`src/rtl/ra_pkg.sv`:
```
// Shared constants and word types of the rational accumulator.
// No dependencies.
`timescale 1ns / 1ps
package ra_pkg;
	localparam int VALUE_WIDTH = 32;

	localparam logic [1:0] KIND_LOAD    = 2'd0;
	localparam logic [1:0] KIND_ADD     = 2'd1;
	localparam logic [1:0] KIND_COMPARE = 2'd2;
	localparam logic [1:0] KIND_NONE    = 2'd3;

	typedef struct packed {
		logic [1:0]         kind;
		logic signed [31:0] operand_num;
		logic signed [31:0] operand_den;
	} req_t;

	typedef struct packed {
		logic signed [31:0] result_num;
		logic [30:0]        result_den;
		logic               is_nonzero;
		logic               is_less;
		logic               is_equal;
		logic               overflow;
	} rsp_t;
endpackage

```
`src/rtl/rational_accumulator.sv`:
```
// Rational accumulator top level: sequencer, bit-serial multiplier, binary gcd, serial divider.
// Depends on ra_pkg.
`timescale 1ns / 1ps
// One fraction is held in lowest terms with a positive denominator. A request word
// carries an operation (load, add, compare) and an operand fraction; each request
// gives exactly one response word. The block handles one word at a time: req_stall
// is high from acceptance until the response is loaded into the output register, and
// the next request can be taken while that response still waits. The unused kind
// skips all arithmetic. A nonzero operand is reduced by a binary gcd (one shift or
// one 64-bit subtract per cycle), followed by two restoring divisions of 64-bit
// dividends. Add and compare then run two or three shift-add products. Add reduces
// the 64-bit sum through the same gcd and divider again. Load with a value that does
// not fit, or an add whose reduced sum does not fit, sets overflow and keeps the
// stored value. An operand with a zero part counts as 0/1.
module rational_accumulator (
	input  logic          clk,
	input  logic          arst_n,
	input  logic          req_valid,
	output logic          req_stall,
	input  ra_pkg::req_t  req,
	output logic          rsp_valid,
	input  logic          rsp_stall,
	output ra_pkg::rsp_t  rsp
);
	import ra_pkg::*;

	localparam logic [3:0] S_IDLE  = 4'd0;
	localparam logic [3:0] S_START = 4'd1;
	localparam logic [3:0] S_GCD   = 4'd2;
	localparam logic [3:0] S_DIV1  = 4'd3;
	localparam logic [3:0] S_DIV2  = 4'd4;
	localparam logic [3:0] S_RDONE = 4'd5;
	localparam logic [3:0] S_MUL   = 4'd6;
	localparam logic [3:0] S_MDONE = 4'd7;
	localparam logic [3:0] S_FIN   = 4'd8;

	localparam logic [1:0] SEL_P1 = 2'd0;
	localparam logic [1:0] SEL_P2 = 2'd1;
	localparam logic [1:0] SEL_P3 = 2'd2;

	localparam logic [63:0] LIMIT = 64'(1) << (VALUE_WIDTH - 1);

	logic [3:0]         state_q;
	logic [1:0]         kind_q;
	logic signed [31:0] on_q, od_q;
	logic               ret_sum_q;
	logic               r_neg_q;
	logic [63:0]        un_q, ud_q, a_q, b_q;
	logic [63:0]        dvd_q, rem_q;
	logic [5:0]         cnt_q;
	logic               op_neg_q;
	logic [31:0]        op_nm_q, op_dm_q;
	logic [1:0]         mul_sel_q;
	logic [63:0]        mcand_q, prod_q, p1_q, p2_q;
	logic [31:0]        mplier_q;
	logic signed [31:0] acc_num_q;
	logic [30:0]        acc_den_q;
	logic               less_q, equal_q, ovf_q;
	logic               rsp_valid_q;
	rsp_t               rsp_q;

	// magnitudes
	logic [31:0] on_mag, od_mag, acc_mag;
	assign on_mag  = on_q[31] ? 32'(-on_q) : on_q;
	assign od_mag  = od_q[31] ? 32'(-od_q) : od_q;
	assign acc_mag = acc_num_q[31] ? 32'(-acc_num_q) : acc_num_q;

	// divider trial subtract
	logic [64:0] rem_sh, trial;
	logic        qbit;
	assign rem_sh = {rem_q, dvd_q[63]};
	assign trial  = rem_sh - {1'b0, a_q};
	assign qbit   = (rem_sh >= {1'b0, a_q});

	// multiplier accumulate
	logic [63:0] prod_nx;
	assign prod_nx = prod_q + (mplier_q[0] ? mcand_q : 64'd0);

	// signed cross products and their sum
	logic [63:0]        p2_src;
	logic signed [65:0] s1, s2, sum;
	logic [63:0]        sum_mag;
	assign p2_src  = (mul_sel_q == SEL_P2) ? prod_q : p2_q;
	assign s1      = acc_num_q[31] ? -$signed({2'b00, p1_q}) : $signed({2'b00, p1_q});
	assign s2      = op_neg_q ? -$signed({2'b00, p2_src}) : $signed({2'b00, p2_src});
	assign sum     = s1 + s2;
	assign sum_mag = sum[65] ? 64'(-sum) : sum[63:0];

	// operand equality against the store
	logic signed [32:0] op_sval;
	logic               eq_w;
	assign op_sval = op_neg_q ? -$signed({1'b0, op_nm_q}) : $signed({1'b0, op_nm_q});
	assign eq_w    = ({acc_num_q[31], acc_num_q} == op_sval) && ({1'b0, acc_den_q} == op_dm_q);

	// range check of a reduced fraction
	logic fits_w;
	assign fits_w = (r_neg_q ? (un_q <= LIMIT) : (un_q < LIMIT)) && (ud_q != 64'd0)
		&& (ud_q < LIMIT);

	// sequencer
	always_ff @(posedge clk or negedge arst_n) begin
		if (!arst_n) begin
			state_q     <= S_IDLE;
			acc_num_q   <= '0;
			acc_den_q   <= 31'd1;
			rsp_valid_q <= 1'b0;
		end else begin
			// a taken response clears valid unless a new one is loaded now
			if (rsp_valid_q && !rsp_stall && state_q != S_FIN) begin
				rsp_valid_q <= 1'b0;
			end
			unique case (state_q)
				S_IDLE: begin
					if (req_valid) begin
						kind_q  <= req.kind;
						on_q    <= req.operand_num;
						od_q    <= req.operand_den;
						state_q <= S_START;
					end
				end
				S_START: begin
					less_q    <= 1'b0;
					equal_q   <= 1'b0;
					ovf_q     <= 1'b0;
					ret_sum_q <= 1'b0;
					if (kind_q == KIND_NONE) begin
						state_q <= S_FIN;
					end else if (on_q == 32'sd0 || od_q == 32'sd0) begin
						r_neg_q <= 1'b0;
						un_q    <= 64'd0;
						ud_q    <= 64'd1;
						state_q <= S_RDONE;
					end else begin
						r_neg_q <= on_q[31] ^ od_q[31];
						un_q    <= {32'd0, on_mag};
						ud_q    <= {32'd0, od_mag};
						a_q     <= {32'd0, on_mag};
						b_q     <= {32'd0, od_mag};
						state_q <= S_GCD;
					end
				end
				S_GCD: begin
					// binary gcd; common factors of two leave un/ud as they go
					if (a_q == b_q) begin
						dvd_q   <= un_q;
						rem_q   <= '0;
						cnt_q   <= '0;
						state_q <= S_DIV1;
					end else if (!a_q[0] && !b_q[0]) begin
						a_q  <= a_q >> 1;
						b_q  <= b_q >> 1;
						un_q <= un_q >> 1;
						ud_q <= ud_q >> 1;
					end else if (!a_q[0]) begin
						a_q <= a_q >> 1;
					end else if (!b_q[0]) begin
						b_q <= b_q >> 1;
					end else if (a_q > b_q) begin
						a_q <= a_q - b_q;
					end else begin
						b_q <= b_q - a_q;
					end
				end
				S_DIV1, S_DIV2: begin
					// restoring division by the odd gcd, one quotient bit per cycle
					rem_q <= qbit ? trial[63:0] : rem_sh[63:0];
					dvd_q <= {dvd_q[62:0], qbit};
					cnt_q <= cnt_q + 6'd1;
					if (cnt_q == 6'd63) begin
						if (state_q == S_DIV1) begin
							un_q    <= {dvd_q[62:0], qbit};
							dvd_q   <= ud_q;
							rem_q   <= '0;
							state_q <= S_DIV2;
						end else begin
							ud_q    <= {dvd_q[62:0], qbit};
							state_q <= S_RDONE;
						end
					end
				end
				S_RDONE: begin
					if (ret_sum_q || kind_q == KIND_LOAD) begin
						if (fits_w) begin
							acc_num_q <= r_neg_q ? 32'(-un_q[31:0]) : un_q[31:0];
							acc_den_q <= ud_q[30:0];
						end else begin
							ovf_q <= 1'b1;
						end
						state_q <= S_FIN;
					end else begin
						op_neg_q  <= r_neg_q;
						op_nm_q   <= un_q[31:0];
						op_dm_q   <= ud_q[31:0];
						mul_sel_q <= SEL_P1;
						mcand_q   <= {32'd0, acc_mag};
						mplier_q  <= ud_q[31:0];
						prod_q    <= '0;
						cnt_q     <= '0;
						state_q   <= S_MUL;
					end
				end
				S_MUL: begin
					// shift-add, one multiplier bit per cycle
					prod_q   <= prod_nx;
					mcand_q  <= mcand_q << 1;
					mplier_q <= mplier_q >> 1;
					cnt_q    <= cnt_q + 6'd1;
					if (cnt_q == 6'd31) begin
						state_q <= S_MDONE;
					end
				end
				S_MDONE: begin
					prod_q <= '0;
					cnt_q  <= '0;
					case (mul_sel_q)
						SEL_P1: begin
							p1_q      <= prod_q;
							mul_sel_q <= SEL_P2;
							mcand_q   <= {32'd0, op_nm_q};
							mplier_q  <= {1'b0, acc_den_q};
							state_q   <= S_MUL;
						end
						SEL_P2: begin
							p2_q <= prod_q;
							if (kind_q == KIND_COMPARE) begin
								less_q  <= (s1 < s2);
								equal_q <= eq_w;
								state_q <= S_FIN;
							end else begin
								mul_sel_q <= SEL_P3;
								mcand_q   <= {32'd0, 1'b0, acc_den_q};
								mplier_q  <= op_dm_q;
								state_q   <= S_MUL;
							end
						end
						default: begin
							// sum over product of denominators, then reduce
							ret_sum_q <= 1'b1;
							if (sum == 66'sd0) begin
								r_neg_q <= 1'b0;
								un_q    <= 64'd0;
								ud_q    <= 64'd1;
								state_q <= S_RDONE;
							end else begin
								r_neg_q <= sum[65];
								un_q    <= sum_mag;
								ud_q    <= prod_q;
								a_q     <= sum_mag;
								b_q     <= prod_q;
								state_q <= S_GCD;
							end
						end
					endcase
				end
				S_FIN: begin
					if (!rsp_valid_q || !rsp_stall) begin
						rsp_q.result_num <= acc_num_q;
						rsp_q.result_den <= acc_den_q;
						rsp_q.is_nonzero <= (acc_num_q != 32'sd0);
						rsp_q.is_less    <= less_q;
						rsp_q.is_equal   <= equal_q;
						rsp_q.overflow   <= ovf_q;
						rsp_valid_q      <= 1'b1;
						state_q          <= S_IDLE;
					end
				end
				default: state_q <= S_IDLE;
			endcase
		end
	end

	assign req_stall = (state_q != S_IDLE);
	assign rsp_valid = rsp_valid_q;
	assign rsp       = rsp_q;
endmodule

```
`config.mk`:
```
export PLATFORM = sky130hd
export DESIGN_NAME = rational_accumulator
export DESIGN_NICKNAME = d
export VERILOG_FILES = /design/src/rtl/ra_pkg.sv /design/src/rtl/rational_accumulator.sv
export SDC_FILE = /design/constraint.sdc
export NUM_CORES = 2
export LEC_CHECK = 0
export ABC_CLOCK_PERIOD_IN_PS = 28100
export BUFFER_PORTS_ARGS = -buffer_cell sky130_fd_sc_hd__buf_2
export CORE_AREA = 5 5 349 351
export CTS_CLUSTER_SIZE = 8
export DETAILED_ROUTE_END_ITERATION = 8
export DIE_AREA = 0 0 354 356
export GPL_TIMING_DRIVEN = 0
export PLACE_DENSITY_LB_ADDON = 0.05
export SLEW_MARGIN = 40
export SYNTH_ARGS = -nofsm -noshare
export SYNTH_HDL_FRONTEND = slang
export SYNTH_SLANG_ARGS = --single-unit
```
`constraint.sdc`:
```
create_clock -name clk -period 28.1 [get_ports clk]
set_input_delay 4.215 -clock clk [delete_from_list [all_inputs] [get_ports clk]]
set_output_delay 4.215 -clock clk [all_outputs]
set_load 0.02 [all_outputs]
```
* After elaboration in Yosys (flattened, before gate mapping)
Cells that the tools add are included.
** Storage, ports and cells
- Register bits :: 951
- Input bits :: 70
- Output and inout port bits :: 69
- Word-level logic and storage cells :: 259
** Cells by class
- Mux-type cells :: 106
- $lt $le $gt $ge :: 6
- Eq/ne operators :: 40
- Bitwise operators :: 2
- Add/subtract/negate cells :: 14
- Reduce and logical (&&, ||, !) cells :: 55
** Operators by type and width (count)
- 64-bit 2-to-1 mux :: 44
- 64-bit case mux with 3 select lines :: 4
- 64-bit case mux with 4 select lines :: 2
- 64-bit case mux with 2 select lines :: 3
- 32-bit 2-to-1 mux :: 8
- 64-bit subtractor :: 3
- 66-bit 2-to-1 mux :: 2
- 64-bit negator with 66-bit output :: 2
- 64-bit by 32-bit less-than comparator with 1-bit output (second input constant) :: 2
- 32-bit negator :: 4
- 32-bit case mux with 3 select lines :: 1
- 66-bit adder :: 1
- 66-bit zero test :: 1
- 66-bit less-than comparator :: 1
- 65-bit by 64-bit greater-or-equal comparator with 1-bit output :: 1
- 64-bit adder :: 1
- 64-bit equality test :: 1
- 64-bit > comparator :: 1
- 64-bit by 32-bit less-or-equal comparator with 1-bit output (second input constant) :: 1
- 32-bit zero test :: 2
- 64-bit negator :: 1
- 32-bit case mux with 2 select lines :: 1
- 64-bit nonzero test :: 1
- 2-bit != test (second input constant) :: 17
- 45 further kinds :: 118

* Depth between registers and ports, before layout
- Word-level depth :: 10
- Gate-level depth with buffers :: 42
- Gate-level depth less buffers :: 30

* Worst setup path after synthesis
OpenSTA, ideal clock, no wires.
- Path kind :: input -> register
- Start point :: input port arst_n
- End point :: register dvd_q[0], enable pin
- Stages on the path :: 2
- Data required time :: 27290 ps
- Path buffers :: 1
- Slack :: 13569 ps
- Library setup time :: 810 ps
- Data arrival time :: 13721 ps
- Cell sequence :: clkbuf_1 -> a21boi_0
** On the way
- Longest elaborated chain between the ends :: 1
** RTL lines
- from (decl) :: line rational_accumulator.sv:17 : input logic arst_n,
- 3-bit AND reduction (no line)
- to (signal assigned) :: line rational_accumulator.sv:145 : dvd_q <= un_q;
- to (signal assigned) :: line rational_accumulator.sv:167 : dvd_q <= {dvd_q[62:0], qbit};
- to (signal assigned) :: line rational_accumulator.sv:172 : dvd_q <= ud_q;
- to (decl) :: line rational_accumulator.sv:49 : logic [63:0] dvd_q, rem_q;
No other way between the ends.
A chain may end at the register's enable or synchronous reset.

* Final worst setup path
- Start point :: register mul_sel_q[0]
- End point :: register a_q[60], enable pin
** On the way
- Longest elaborated chain between the ends :: 8
- Elaborated cells between the ends (all ways) :: 11
- Those cells by class :: add/sub (2); eq/ne (3); mux (2); reduce/logical (4)
** RTL lines
- from (decl) :: line rational_accumulator.sv:53 : logic [1:0] mul_sel_q;
- from (signal assigned) :: line rational_accumulator.sv:194 : mul_sel_q <= SEL_P1;
- from (signal assigned) :: line rational_accumulator.sv:218 : mul_sel_q <= SEL_P2;
- from (signal assigned) :: line rational_accumulator.sv:230 : mul_sel_q <= SEL_P3;
- 2-bit by 1-bit equality test with 1-bit output * :: line rational_accumulator.sv:83 : assign p2_src = (mul_sel_q == SEL_P2) ? prod_q : p2_q;
- 64-bit 2-to-1 mux *
- net p2_src[0] :: line rational_accumulator.sv:80 : logic [63:0] p2_src;
- 64-bit negator with 66-bit output :: line rational_accumulator.sv:85 : assign s2 = op_neg_q ? -$signed({2'b00, p2_src}) : $signed({2'b00, p2_src});
- 66-bit 2-to-1 mux * :: line rational_accumulator.sv:85
- 66-bit adder * :: line rational_accumulator.sv:86 : assign sum = s1 + s2;
- 66-bit zero test * :: line rational_accumulator.sv:239 : if (sum == 66'sd0) begin
- 2-bit != test (no line) *
- 9-bit AND reduction (no line) *
- to (signal assigned) :: line rational_accumulator.sv:137 : a_q <= {32'd0, on_mag};
- to (signal assigned) :: line rational_accumulator.sv:150 : a_q <= a_q >> 1;
- to (signal assigned) :: line rational_accumulator.sv:248 : a_q <= sum_mag;
- to (decl) :: line rational_accumulator.sv:48 : logic [63:0] un_q, ud_q, a_q, b_q;
The timed path passes the listed nets; every way through them passes the cells marked *.

==> metrics.md <==
| Metric | Value |
|---|---|
| Outcome | finished, violations left |
| Failing checks | DRC |
| Setup TNS | 0 ps |
| Period Utilization, post-route | 48.7% |
| CTS Hold Bufs | 0 |
| Worst clock skew | a little under 60 ps |
| Power per cell area | approximately 110 nW/um^2 |
| Leakage power | 30.4 nW |
| Flop-to-flop setup slack | 14,420 ps |
| Syn nets | slightly below 8,000 |
| DIE AREA | 126,000 sq um |
| Io pins | 139 |
| Detailed Routing Iterations Pass 1 | 9 |
| Clock Sink Count | about 950 |
| Synth Cell Area | around 69,000 sq um |
| Synth warn | 0 |
| Initial antenna violation count | 10 |
| Ratio of cells with drive above 1 in the final layout | 6.82% |
| Max-cap violations | 0 |
| CTS tree | yes |
| Syn avg cell area | 9.37 sq um |
| Setup Viol. Count Final | 0 |
| Reg clk slew, reported paths | around 50 ps |
| Number of buffers inserted during clock tree synthesis | around 140 |
| FF-to-FF End | a_q[60] |
| Buf+Inv Stages, Crit Path | 16 |
| Fin cells | between 9,000 and 10,000 |
| Async S/R FF share, synth | 7.15% |
| Slew Limit Fails | 0 |
| CORE AREA | 119,000 sq um |
| Clock root buffer | clkbuf_16 |
| DP Area | 72,900 sq um |
| Port Buf Inserts | 138 |
| Largest cells by area after synthesis | edfxtp_1 38%, ha_1 7.2%, xnor2_1 5.2% |
| Area growth from synthesis to layout | 11.0% |
| Total track usage | 42.9% |
| Register bit total from synthesis | 951 |
| Vias per cell | approximately 7.0 |
| Chip width | 354 microns |
| Cell taking the most area after synthesis | edfxtp_1 |
| Main synth FF type | edfxtp_1 |
| Largest net degree at the start of global routing | between 50 and 60 |
| Avg WL per Cell | 30.0 microns |
| WHS | 441 ps |
| Crit Path Class | reg2reg |
| Hpwl dp | around 220 mm |
| CTS H-Tree Depth | 4 |
| RD Place Congestion | approximately 1.0 |
| 1st-iter DRT viols | 9,906 |
| Hold path cells | 0 |
| Vias | 65,100 |
| Startpoint class of the critical path | flop |
| CP delay by family, top | simple AND/OR/NAND/NOR gates |
| Post-synth cell types | 93 |
| # DRC | 7 |
| Final Critical Period | around 14,000 ps |
| Final Hold Viols | 0 |
| Yosys top cell area share | around two fifths |
| Reg2reg path depth | 43 |
| Max stage delay cell, worst path | or4b_2 |
| Worst hold path startpoint | acc_num_q[15] |
| Final Instance Area | 77,000 sq um |
| Critical path peak fanout | 21 |
| GRT Residual Overflow | 0 |
| Setup crit end kind | flop |
| Slew Limit Headroom | between 30% and 40% |
| Slew @ Worst Pin | 1010 ps |
| Peak VDD IR | between 0.06 and 0.07 mV |
| WP data required | around 29,000 ps |
| Slowest Stage Delay on Critical Path | 620 ps |
| Clk_lat worst skew | 800 ps |
| Inst Count DP | 9,133 |
| Vias in the first global route | 60,500 |
| Resized cells post-CTS | 0 |
| Post-CTS Setup Bufs | 0 |
| Fmax achieved | between 0.07 and 0.08 GHz |
| Clock Tree Buf Depth | 3 |
| Fin nets | 8,198 |
| Sequential area share after synthesis | 40.7% |
| WHS Endpoint | rsp[50] |
| Syn Inst Count | 7,404 |
| Worst Path Arrival | between 10,000 and 15,000 ps |
| Die height | between 300 and 400 microns |
| Final ANT Viol Nets | 0 |
| Effective utilization at floorplan | between 50% and 60% |
| Worst Hold Class | reg2reg |
| Global-route wire length before repair | 402 mm |
| Final wirelength | approximately 280 mm |
| EDFF count, synth | between 800 and 900 |
| Unrepaired setup endpoints after global routing | no |
| Row count | about 130 |
| RR Startpoint | mul_sel_q[0] |
-- worst max path at each step --
stage                 to         start  slack [ps]  cells after the start
2_1_floorplan   dvd_q[0]        arst_n       13570                      2
6_report         a_q[60]  mul_sel_q[0]       14420                     43
5_1_grt          a_q[60]  mul_sel_q[0]       14100                     43
4_1_cts          a_q[61]  mul_sel_q[0]       14520                     43
3_3_place_gp   rem_q[57]        arst_n        5310                      3
3_5_place_dp     a_q[59]  mul_sel_q[0]       14580                     43
-- metal layers --
layer / vias to the layer above / part of all wire (%) / global-route usage (%)
met4: 6 / 7.7 / 26.6
li1: 28300 / - / -
met1: 31300 / 37 / 56.0
met5: - / 0.016 / 0
met2: 4599 / 41 / 62.8
met3: 941 / 14 / 12.9
-- sequential cells by signal, summed over array words and instances, names as in the netlist, 4 cells and up --
name       count
rsp           67
a_q           64
b_q           64
dvd_q         64
mcand_q       64
p1_q          64
p2_q          64
prod_q        64
rem_q         64
ud_q          64
un_q          64
acc_num_q     32
mplier_q      32
od_q          32
on_q          32
op_dm_q       32
op_nm_q       32
acc_den_q     31
cnt_q          6
state_q        4
-- Yosys cell counts, types with 21 or more instances --
master    count
o211ai_1     57
dfrtp_1      67
a22oi_1     166
and2_1      100
o21bai_1     93
a21o_1      249
buf_2        21
or4_1        40
xor2_1      249
ha_1        397
nand3_1     139
nand2b_1     60
nand2_1     717
o31ai_1     111
inv_1       427
o21ai_0     496
a211oi_1     47
and3_1       67
nor2b_1      47
nor4_1       68
a31oi_1      62
edfxtp_1    883
o221ai_1     93
or3_1        78
nand4_1     104
o41ai_1      29
a221o_1      84
a21oi_1     504
or2_2        24
mux2_2       37
xnor2_1     411
a221oi_1     26
a222oi_1     74
o21a_1       40
mux2i_1     105
nor3_1      122
buf_1        45
nor2_1      449
clkbuf_1    356
o22ai_1      34
-- final cells by class --
type,instances,area (sq um)
fill,9978,41700
multi-input combinational,5598,38100
sequential,951,28200
clock buffer,184,3680
tap,1548,1940
buffer,425,1680
inverter,430,1610
timing repair buffer,181,1400
clock inverter,19,315
antenna,11,27.5
-- kinds of logic after synthesis --
| group | share of synthesized area [%] |
|---|---|
| adder cells (fa/ha/maj) | 7.31 |
| XOR/XNOR | 8.33 |
| buffers and inverters | 4.68 |
| multiplexers | 2.12 |
| AO/OA/AOI/OAI | 22.4 |
| flip-flops | 40.7 |
| AND/OR/NAND/NOR | 14.5 |
-- worst register-to-register path, delay by kind of cell (launching register included) --
family | cells | cell delay, ps
flip-flops | 1 | 570
adder cells (fa/ha/maj) | 2 | 490
AO/OA/AOI/OAI | 8 | 2390
buffers and inverters | 16 | 4420
XOR/XNOR | 1 | 220
AND/OR/NAND/NOR | 16 | 5360
-- per-stage QoR --
step,setup slack (ps),total power [mW],utilization [%]
after global placement,5310,6.46,60.6
after detailed placement,14580,6.52,61.4
after CTS,14520,8.11,64.8
after floorplan,13570,5.07,-
after global routing,14100,8.63,64.8
final,14420,8.32,64.9
-- where the power goes --
part	leakage, nW	total, mW	switching (mW)	internal (mW)
Combinational	19.3	4.23	2.78	1.45
Sequential	9.24	2.50	0.453	2.05
Clock	1.91	1.59	0.679	0.915
Total	30.4	8.32	3.91	4.41
-- placed cells by master, fill, tap and decap left out, types with 74 or more instances in the layout --
master	instances
a21o_1	249
a21oi_1	504
a221o_1	84
a222oi_1	74
a22oi_1	166
and2_1	99
buf_2	168
clkbuf_1	373
clkbuf_16	140
edfxtp_1	883
ha_1	397
inv_1	427
mux2i_1	105
nand2_1	716
nand3_1	139
nand4_1	104
nor2_1	441
nor3_1	115
o21ai_0	496
o21bai_1	93
o221ai_1	93
o31ai_1	110
or3_1	78
xnor2_1	410
xor2_1	247
No activity file was read; power rests on OpenSTA's default activity.
